==> src/sv/dnsqb_pkg.sv <==
`default_nettype none

package dnsqb_pkg;

  localparam int HEADER_BYTES = 12;
  localparam int OFF_W = 9;
  localparam int LEN_W = 7;

  localparam logic [7:0] CHAR_DOT = 8'h2E;
  localparam logic [7:0] CHAR_BSL = 8'h5C;
  localparam logic [7:0] FLAGS_RD = 8'h01;
  localparam logic [7:0] QDCOUNT_LO = 8'h01;
  localparam logic [7:0] CLASS_IN_LO = 8'h01;

  typedef logic [4:0] step_t;

  localparam step_t STEP_PRE      = 5'd0;
  localparam step_t STEP_LABEL    = 5'd1;
  localparam step_t STEP_ZERO     = 5'd2;
  localparam step_t STEP_TYPE_HI  = 5'd3;
  localparam step_t STEP_TYPE_LO  = 5'd4;
  localparam step_t STEP_CLASS_HI = 5'd5;
  localparam step_t STEP_CLASS_LO = 5'd6;
  localparam step_t STEP_HDR_FIRST = 5'd7;
  localparam step_t STEP_HDR_LAST  = 5'd18;
  localparam step_t STEP_STATUS   = 5'd19;

  localparam logic [3:0] HDR_ID_HI   = 4'd0;
  localparam logic [3:0] HDR_ID_LO   = 4'd1;
  localparam logic [3:0] HDR_FLAGS   = 4'd2;
  localparam logic [3:0] HDR_QD_LO   = 4'd5;

  typedef struct packed {
    logic             end_item;
    logic             err;
    logic             pre_v;
    logic [OFF_W-1:0] pre_off;
    logic [7:0]       pre_val;
    logic             lab_v;
    logic [OFF_W-1:0] lab_off;
    logic [LEN_W-1:0] lab_len;
    logic [OFF_W-1:0] z;
  } desc_t;

endpackage

`default_nettype wire

==> src/sv/dns_query_packet_builder_unit.sv <==
`default_nettype none

// Channel   Beat content (tdata from bit 0 up)                         tlast        tuser
// s_axis    name_byte[7:0], query_id[23:8], query_type[39:24]          end_of_name  has_byte
// m_axis    byte_offset[8:0], byte_value[16:9], status[17],            done_res     -
//           packet_length[26:18], zero fill[31:27]
// A character beat is taken every cycle unless the output stalls and gives at most one
// write beat via the descriptor and output registers. The last beat of a name starts a
// burst of up to 20 result beats, one per cycle unless the output stalls, issued by the
// step sequencer; input is held off until the burst reaches its status beat.
// A synchronous reset clears the name state and drops any pending beats.
// Output stalls hold the output register and, through it, the sequencer and the input.

module dns_query_packet_builder_unit #(
  parameter int MAX_LABEL_BYTES = 63,
  parameter int MAX_NAME_BYTES  = 255
) (
  input  wire logic        clk,
  input  wire logic        rst,
  input  wire logic        s_tvalid,
  output logic             s_tready,
  input  wire logic [39:0] s_tdata,   // name_byte, query_id, query_type
  input  wire logic        s_tlast,   // end_of_name
  input  wire logic        s_tuser,   // has_byte
  output logic             m_tvalid,
  input  wire logic        m_tready,
  output logic [31:0]      m_tdata,   // byte_offset, byte_value, status, packet_length
  output logic             m_tlast    // done_res
);
  import dnsqb_pkg::*;

  localparam logic [LEN_W-1:0] LABEL_LIMIT   = LEN_W'(MAX_LABEL_BYTES);
  localparam logic [OFF_W-1:0] NAME_LIMIT    = OFF_W'(MAX_NAME_BYTES + HEADER_BYTES - 2);
  localparam logic [OFF_W-1:0] HEADER_OFFSET = OFF_W'(HEADER_BYTES);

  logic [OFF_W-1:0] next_offset;
  logic [OFF_W-1:0] label_start;
  logic [LEN_W-1:0] label_length;
  logic             escape_pending;
  logic             name_error;
  logic             first_item;
  logic [15:0]      held_id;
  logic [15:0]      held_type;

  desc_t            desc;
  logic             desc_valid;
  step_t            step;

  logic [7:0]       in_byte;
  logic             in_has;
  logic             in_end;
  logic             accept;

  logic [OFF_W-1:0] no_next;
  logic [OFF_W-1:0] ls_next;
  logic [LEN_W-1:0] ll_next;
  logic             esc_next;
  logic             err_next;
  logic             do_add;
  logic [7:0]       add_char;
  logic             add_v;
  logic [OFF_W-1:0] add_off;
  logic             close_v;
  logic [OFF_W-1:0] close_off;
  logic [LEN_W-1:0] close_len;
  desc_t            desc_next;
  step_t            start_step;

  logic             out_load;
  logic             last_step;
  step_t            step_next;
  logic [OFF_W-1:0] r_off;
  logic [7:0]       r_val;
  logic             r_done;
  logic             r_status;
  logic [OFF_W-1:0] r_len;
  logic [4:0]       hdr_diff;
  logic [3:0]       hdr_idx;

  assign in_byte = s_tdata[7:0];
  assign in_has  = s_tuser;
  assign in_end  = s_tlast;
  assign accept  = s_tvalid && s_tready;

  always_comb begin
    no_next   = next_offset;
    ls_next   = label_start;
    ll_next   = label_length;
    esc_next  = escape_pending;
    err_next  = name_error;
    do_add    = 1'b0;
    add_char  = in_byte;
    close_v   = 1'b0;
    close_off = label_start;
    close_len = label_length;
    add_v     = 1'b0;

    if (in_has && !err_next) begin
      if (esc_next) begin
        esc_next = 1'b0;
        do_add   = 1'b1;
      end else if (in_byte == CHAR_BSL) begin
        esc_next = 1'b1;
      end else if (in_byte == CHAR_DOT) begin
        if (ll_next == '0) begin
          if (!(in_end && ls_next == HEADER_OFFSET)) begin
            err_next = 1'b1;
          end
        end else begin
          close_v = 1'b1;
          ls_next = OFF_W'(no_next + 1'b1);
          no_next = ls_next;
          ll_next = '0;
        end
      end else begin
        do_add = 1'b1;
      end
    end

    if (in_end && esc_next && !err_next) begin
      do_add   = 1'b1;
      add_char = CHAR_BSL;
    end
    if (in_end) begin
      esc_next = 1'b0;
    end

    add_off = OFF_W'(no_next + 1'b1);
    if (do_add && !err_next) begin
      if (ll_next >= LABEL_LIMIT) begin
        err_next = 1'b1;
      end else if (add_off > NAME_LIMIT) begin
        err_next = 1'b1;
      end else begin
        add_v   = 1'b1;
        no_next = add_off;
        ll_next = LEN_W'(ll_next + 1'b1);
      end
    end

    desc_next.end_item = in_end;
    desc_next.err      = err_next;
    desc_next.pre_v    = close_v || add_v;
    desc_next.pre_off  = close_v ? close_off : add_off;
    desc_next.pre_val  = close_v ? {1'b0, close_len} : add_char;
    desc_next.lab_v    = (ll_next != '0);
    desc_next.lab_off  = ls_next;
    desc_next.lab_len  = ll_next;
    desc_next.z        = (ll_next != '0) ? OFF_W'(no_next + 1'b1) : ls_next;

    if (in_end && err_next) begin
      start_step = STEP_STATUS;
    end else if (desc_next.pre_v || !in_end) begin
      start_step = STEP_PRE;
    end else if (desc_next.lab_v) begin
      start_step = STEP_LABEL;
    end else begin
      start_step = STEP_ZERO;
    end
  end

  always_comb begin
    r_off    = '0;
    r_val    = '0;
    r_done   = 1'b0;
    r_status = 1'b0;
    r_len    = '0;
    hdr_diff = step - STEP_HDR_FIRST;
    hdr_idx  = hdr_diff[3:0];
    case (step) inside
      STEP_PRE: begin
        r_off = desc.pre_off;
        r_val = desc.pre_val;
      end
      STEP_LABEL: begin
        r_off = desc.lab_off;
        r_val = {1'b0, desc.lab_len};
      end
      STEP_ZERO: begin
        r_off = desc.z;
      end
      STEP_TYPE_HI: begin
        r_off = OFF_W'(desc.z + 9'd1);
        r_val = held_type[15:8];
      end
      STEP_TYPE_LO: begin
        r_off = OFF_W'(desc.z + 9'd2);
        r_val = held_type[7:0];
      end
      STEP_CLASS_HI: begin
        r_off = OFF_W'(desc.z + 9'd3);
      end
      STEP_CLASS_LO: begin
        r_off = OFF_W'(desc.z + 9'd4);
        r_val = CLASS_IN_LO;
      end
      [STEP_HDR_FIRST:STEP_HDR_LAST]: begin
        r_off = OFF_W'(hdr_idx);
        case (hdr_idx)
          HDR_ID_HI: r_val = held_id[15:8];
          HDR_ID_LO: r_val = held_id[7:0];
          HDR_FLAGS: r_val = FLAGS_RD;
          HDR_QD_LO: r_val = QDCOUNT_LO;
          default:   r_val = '0;
        endcase
      end
      STEP_STATUS: begin
        r_done   = 1'b1;
        r_status = desc.err;
        r_len    = desc.err ? '0 : OFF_W'(desc.z + 9'd5);
      end
      default: begin
      end
    endcase
  end

  assign out_load  = desc_valid && (!m_tvalid || m_tready);
  assign last_step = (!desc.end_item && step == STEP_PRE) || step == STEP_STATUS;
  assign s_tready  = !desc_valid || (out_load && last_step);

  always_comb begin
    if (step == STEP_PRE) begin
      step_next = desc.lab_v ? STEP_LABEL : STEP_ZERO;
    end else begin
      step_next = step_t'(step + 1'b1);
    end
  end

  always_ff @(posedge clk) begin
    if (rst) begin
      next_offset    <= HEADER_OFFSET;
      label_start    <= HEADER_OFFSET;
      label_length   <= '0;
      escape_pending <= 1'b0;
      name_error     <= 1'b0;
      first_item     <= 1'b1;
      held_id        <= '0;
      held_type      <= '0;
      desc_valid     <= 1'b0;
      step           <= STEP_PRE;
      m_tvalid       <= 1'b0;
    end else begin
      if (accept) begin
        if (first_item) begin
          held_id   <= s_tdata[23:8];
          held_type <= s_tdata[39:24];
        end
        if (in_end) begin
          next_offset    <= HEADER_OFFSET;
          label_start    <= HEADER_OFFSET;
          label_length   <= '0;
          escape_pending <= 1'b0;
          name_error     <= 1'b0;
          first_item     <= 1'b1;
        end else begin
          next_offset    <= no_next;
          label_start    <= ls_next;
          label_length   <= ll_next;
          escape_pending <= esc_next;
          name_error     <= err_next;
          first_item     <= 1'b0;
        end
      end

      if (accept && (desc_next.pre_v || in_end)) begin
        desc_valid <= 1'b1;
        desc       <= desc_next;
        step       <= start_step;
      end else if (out_load) begin
        if (last_step) begin
          desc_valid <= 1'b0;
        end else begin
          step <= step_next;
        end
      end

      if (out_load) begin
        m_tvalid <= 1'b1;
        m_tdata  <= {5'd0, r_len, r_status, r_val, r_off};
        m_tlast  <= r_done;
      end else if (m_tready) begin
        m_tvalid <= 1'b0;
      end
    end
  end

endmodule

`default_nettype wire

==> config.mk <==
export PLATFORM = sky130hd
export DESIGN_NAME = dns_query_packet_builder_unit
export DESIGN_NICKNAME = d
export VERILOG_FILES = /design/src/sv/dnsqb_pkg.sv /design/src/sv/dns_query_packet_builder_unit.sv
export SDC_FILE = /design/constraint.sdc
export NUM_CORES = 1
export LEC_CHECK = 0
export ABC_AREA = 1
export ABC_CLOCK_PERIOD_IN_PS = 5370
export BUFFER_PORTS_ARGS = -buffer_cell sky130_fd_sc_hd__buf_2
export CAP_MARGIN = 20
export CELL_PAD_IN_SITES_DETAIL_PLACEMENT = 0
export CELL_PAD_IN_SITES_GLOBAL_PLACEMENT = 1
export CORE_ASPECT_RATIO = 1.25
export CORE_MARGIN = 2
export CORE_UTILIZATION = 40
export DETAILED_ROUTE_END_ITERATION = 10
export MAX_ROUTING_LAYER = met4
export PLACE_DENSITY = 0.86
export SYNTH_ARGS = -nofsm -noshare
export SYNTH_HDL_FRONTEND = slang
export SYNTH_SLANG_ARGS = --single-unit
==> constraint.sdc <==
create_clock -name clk -period 5.37 [get_ports clk]
set_input_delay 0.8055 -clock clk [delete_from_list [all_inputs] [get_ports clk]]
set_output_delay 0.8055 -clock clk [all_outputs]
set_load 0.005 [all_outputs]
[Word-level counts from Yosys, hierarchy flattened]
Cells that the tools add are included.
Storage, ports and cells
  register bits: 140
  bits of input ports: 46
  output and inout port bits: 35
  word-level logic and storage cells: 183
Cells by class
  add/sub/neg operators: 11
  order comparisons: 4
  equality and inequality tests: 14
  multiplexer cells: 87
  bitwise operators: 2
  reductions and logical operators: 41
Operators by type and width (count)
  two-way mux 9 bit: 24
  two-way mux 7 bit: 11
  two-way mux 8 bit: 8
  adder 9 x 1 -> 9 bit (second input constant): 4
  two-way mux 1 bit: 34
  two-way mux 5 bit: 5
  one-hot mux 8 bit (3 select lines): 1
  adder 9 x 2 -> 9 bit (second input constant): 2
  adder 9 x 3 -> 9 bit (second input constant): 2
  equality test 5 x 3 -> 1 bit (second input constant): 3
  logical AND 1 bit: 12
  equality test 5 x 2 -> 1 bit (second input constant): 2
  AND reduction 2 bit: 5
  OR reduction 10 bit: 1
  equality test 9 x 4 -> 1 bit (second input constant): 1
  greater-than comparator 9 bit (second input constant): 1
  OR reduction 9 bit: 1
  equality test 8 x 6 -> 1 bit (second input constant): 1
  equality test 8 x 7 -> 1 bit (second input constant): 1
  OR reduction 8 bit: 1
  adder 7 x 1 -> 7 bit (second input constant): 1
  greater-or-equal comparator 7 x 6 -> 1 bit (second input constant): 1
  zero test 7 bit: 1
  nonzero test 7 bit: 1
  19 further kinds: 35

[Depth between registers and ports, before layout]
  depth in word-level cells: 18
  gate-level depth with buffers: 31
  depth with buffers taken out: 30

[Worst setup path before layout]
OpenSTA, ideal clock, no wires.
  path kind: input to register
  start: input port s_tdata[7]
  end: register desc[0] (netlist bit), enable pin
  library setup time: 0.449 ns
  data arrival time: 4.699 ns
  required time: 4.921 ns
  setup slack: 0.222 ns
  stages on the path: 19
  buffers on the path: 0
  path through: nor2_1 > nand2_2 > nor2_8 > nand2_8 > nand2_2 > nand2_4 > ha_1 > nand3b_1 > nand2_1 > nand2_1 > nand3_2 > nand2_1 > nor2_2 > nand3_2 > nand2_4 > inv_2 > nand2_1 > o21ai_2 > nor2_1
Between the ends
  longest elaborated chain between the ends: 14
  elaborated cells between the ends (all ways): 40
  those cells by class: 1 x add/sub; 2 x order compare; 2 x eq/ne; 27 x mux; 8 x reduce/logical
RTL lines
  start, declared: line dns_query_packet_builder_unit.sv:22  | input wire logic [39:0] s_tdata,
  equality test 8 x 6 -> 1 bit: line dns_query_packet_builder_unit.sv:104  | end else if (in_byte == CHAR_DOT) begin
  two-way mux 9 bit / two-way mux 1 bit (equally long branches): line dns_query_packet_builder_unit.sv:104
  two-way mux 9 bit / two-way mux 1 bit (equally long branches): line dns_query_packet_builder_unit.sv:102  | end else if (in_byte == CHAR_BSL) begin
  two-way mux 9 bit / two-way mux 1 bit (equally long branches): line dns_query_packet_builder_unit.sv:99  | if (esc_next) begin
  two-way mux 9 bit / two-way mux 1 bit (equally long branches): line dns_query_packet_builder_unit.sv:98  | if (in_has && !err_next) begin
  adder 9 x 1 -> 9 bit / zero test 1 bit (equally long branches): line dns_query_packet_builder_unit.sv:128, dns_query_packet_builder_unit.sv:120, dns_query_packet_builder_unit.sv:129
  greater-than comparator 9 bit / logical AND 1 bit (equally long branches): line dns_query_packet_builder_unit.sv:132, dns_query_packet_builder_unit.sv:120
  two-way mux 1 bit (on tied branches): line dns_query_packet_builder_unit.sv:132, dns_query_packet_builder_unit.sv:120
  two-way mux 1 bit / logical AND 1 bit (equally long branches): line dns_query_packet_builder_unit.sv:130, dns_query_packet_builder_unit.sv:129
  two-way mux 1 bit: line dns_query_packet_builder_unit.sv:129  | if (do_add && !err_next) begin
  logical OR 1 bit (*): line dns_query_packet_builder_unit.sv:143  | desc_next.pre_v = close_v || add_v;
  logical OR 1 bit (*): line dns_query_packet_builder_unit.sv:265  | if (accept && (desc_next.pre_v || in_end)) begin
  logical AND 1 bit (*): line dns_query_packet_builder_unit.sv:265
  AND reduction 2 bit (no source line) (*)
  end signal, assigned: line dns_query_packet_builder_unit.sv:267  | desc <= desc_next;
  end, declared: line dns_query_packet_builder_unit.sv:45  | desc_t desc;
Every way passes the cells marked *; elsewhere a longest branch is shown, timed or not.
A chain may end at the register's enable or synchronous reset.

[Worst setup path in the final report]
  start: input port s_tdata[7]
  end: register desc[41] (netlist bit), enable pin
Same word-level chain as after synthesis.

==> results.yml <==
route:
  highest_layer: "met4"
  initialDrtViolationCount: 450
  routedWlPerCell_um: 15.71
  wl_met1_mm: 9.797
  wl_met3_um: 824
  avgViaCountPerCell: 5.136
  dr.pass1.iters: 5
  ant_nets: 0
  finalWirelength_mm: 22.25
  drc: 0
  vias: 7273
  wl_met2_mm: 10.97
power_and_ir_drop:
  leakagePower_uw: 0.003961
  power_per_cell_area_nw_per_um2: 315.4
  ir_worst_vdd_v: 0.0002449
timing:
  worst_slew_pin_slew_ns: 0.8712
  finalSetupTns_ns: 0
  finalCriticalPeriod_ns: 4.038
  setup_viol: 0
  rsz0062_at_grt: "no"
  slew-limit-headroom: 0.4185
  post-route-period-util: 0.7520
  fmax_mhz: 247.6
  whs_ns: 0.4557
  slew_violations: 0
  skew_ns: 0.009569
  hold_viol: 0
logic_synthesis:
  avgSynthCellArea_um2: 7.751
  ys_seq_elements: 140
  async_reset_ff_frac: 0
  ys_seq_area_frac: 0.4256
  synthFlopType: "edfxtp_1"
  synthDistinctLibCells: 55
  syn-cell-area_um2: 8302
  synth_edf_count: 73
  synth_warnings: 0
  postSynthCellCount: 1071
floorplanning:
  start_util: 0.4100
  core_area_um2: 20250
  io_pins: 81
  die_h_um: 165.1
  die-area_um2: 21930
  die_w_um: 132.9
  core.rowCount: 58
cts:
  postCtsSetupRepairBufs: 0
  cts_buffers: 17
  clock_tree.root_cell: "clkbuf_16"
  clkSinkCount: 140
  clk-insertion-delay-late_ns: 0.43
  cts_tree: "yes"
  clkTransAtPathRegs_ns: 0.07
  postCtsHoldBufs: 0
  clockBufferDepth: 2
  ctsResizeCount: 0
  htree_levels: 4
placed_design:
  dp_hpwl_mm: 16.88
  place_congestion: 0.9375
  dp.cells: 1384
  portBuffers: 75
critical_path:
  start_kind: "input port"
  end_kind: "flop"
  critPathMaxFanout: 30
  worstPathArrival_ns: 4.17
  startpoint: "s_tdata[7]"
  cp.required_ns: 5.50
  critPathKind: "input port to flop"
  r2r-start: "close_len[2]$_SDFFE_PP0P_"
finish:
  final_cell_mix: "238 x nand2_1, 131 x inv_1, 90 x o21ai_0"
  layout_commonest_cell: "nand2_1"
  utilization: 0.4666
  layout.cells.non_filler: 1416
  nNetsFinal: 1195
  drive_above_1_share: 0.1702
  regArea_um2: 3533
  diodes: 0
  area_growth_pct: 13.81
  multi_input_area_um2: 4011
  nFillCells: 1997
global_route:
  first_global_vias: 6877
  grt_pass1_wl_mm: 35.95
  antenna_found_initial: 0
  grt_use_total: 0.2162
  overflow: 0
  grt_start_max_net_pins: 40
status:
  outcome: "finished clean"
job:
  drv_cap: 0
min_path:
  hp-start: "held_id[4]$_SDFFE_PP0P_"
  hold_path_class: "flop to flop"
==> layout make-up <==
type	instances	share of cell area
tap	270	0.03576
clock inverter	14	0.01324
inverter	147	0.05933
sequential	140	0.3740
clock buffer	18	0.04648
timing repair buffer	82	0.04662
multi-input combinational	745	0.4246
==> registers in the layout (all words and copies together), names as in the netlist <==
signal and flops:
escape_pending 1, close_len 7, close_off 9, m_tlast 1, step 5, desc_valid 1, next_offset 9, first_item 1
m_tdata 27, held_type 16, desc 45, held_id 16, m_tvalid 1, name_error 1
==> synth_stat cells, drive strengths merged (10+ instances only) <==
cell	count	share of area
inv	142	0.065
nand2	265	0.13
clkbuf	34	0.015
a31oi	13	0.0098
o22ai	10	0.0075
o21ai	103	0.066
dfxtp	67	0.16
ha	16	0.024
nor3	13	0.0084
edfxtp	73	0.26
nor2	95	0.055
nand3	63	0.047
a21oi	88	0.054
xor2	16	0.019
o211ai	12	0.011
==> path summary, 6_finish.rpt <==
kind	to	slack, ns	cells past startpoint
max	desc[41]$_DFFE_PP_	1.33	21
min	held_id[4]$_SDFFE_PP0P_	0.46	2
max reg2reg	desc[41]$_DFFE_PP_	1.42	21
min reg2reg	held_id[4]$_SDFFE_PP0P_	0.46	2
==> cells by family (layout without fill, tap and decap cells) <==
family / after synthesis / after routing / synth area share
AND/OR/NAND/NOR: 452 / 452 / 0.2573
AO/OA/AOI/OAI: 253 / 253 / 0.1760
buffers and inverters: 190 / 261 / 0.09420
flip-flops: 140 / 140 / 0.4256
XOR/XNOR: 19 / 19 / 0.02231
adder cells (fa/ha/maj): 16 / 16 / 0.02411
other: 1 / 5 / 0.0004517
==> stage by stage <==
| step | cell area, µm² | power (µW) | setup WS [ns] |
|---|---|---|---|
| 2_1_floorplan | 8317 | 1700 | 0.2222 |
| 3_3_place_gp | 8884 | 1859 | 1.012 |
| 3_5_place_dp | 8884 | 1865 | 0.8956 |
| 4_1_cts | 9448 | 3004 | 1.341 |
| 5_1_grt | 9448 | 3131 | 0.9940 |
| 6_report | 9448 | 2980 | 1.332 |
==> worst max-delay path, cell delays in order <==
cell and delay, ns:
buf_2 0.13, nor2_1 0.13, nand2_2 0.11, nor2_8 0.29, nand2_8 0.18, nand2_1 0.10, nand2_1 0.11, ha_1 0.29
nand3b_1 0.18, nand2_1 0.12, nand2_1 0.08, nand3_2 0.08, nand2_1 0.06, nor2_2 0.09, nand3_2 0.10, nand2_4 0.26
inv_2 0.11, nand2_1 0.11, o21ai_2 0.13, nor2_4 0.42, buf_12 0.26
==> routing by layer <==
layer,global-route usage,up-vias
li1,-,3701
met1,0.2642,3353
met2,0.3606,173
met3,0.03449,46
met4,0.08553,0
met5,-,-
==> power breakdown <==
group          internal [µW]  switching, µW
Sequential              1220           42.9
Combinational            178            399
Clock                    622            515
Total                   2020            957
(Power assumes the default switching activity.)
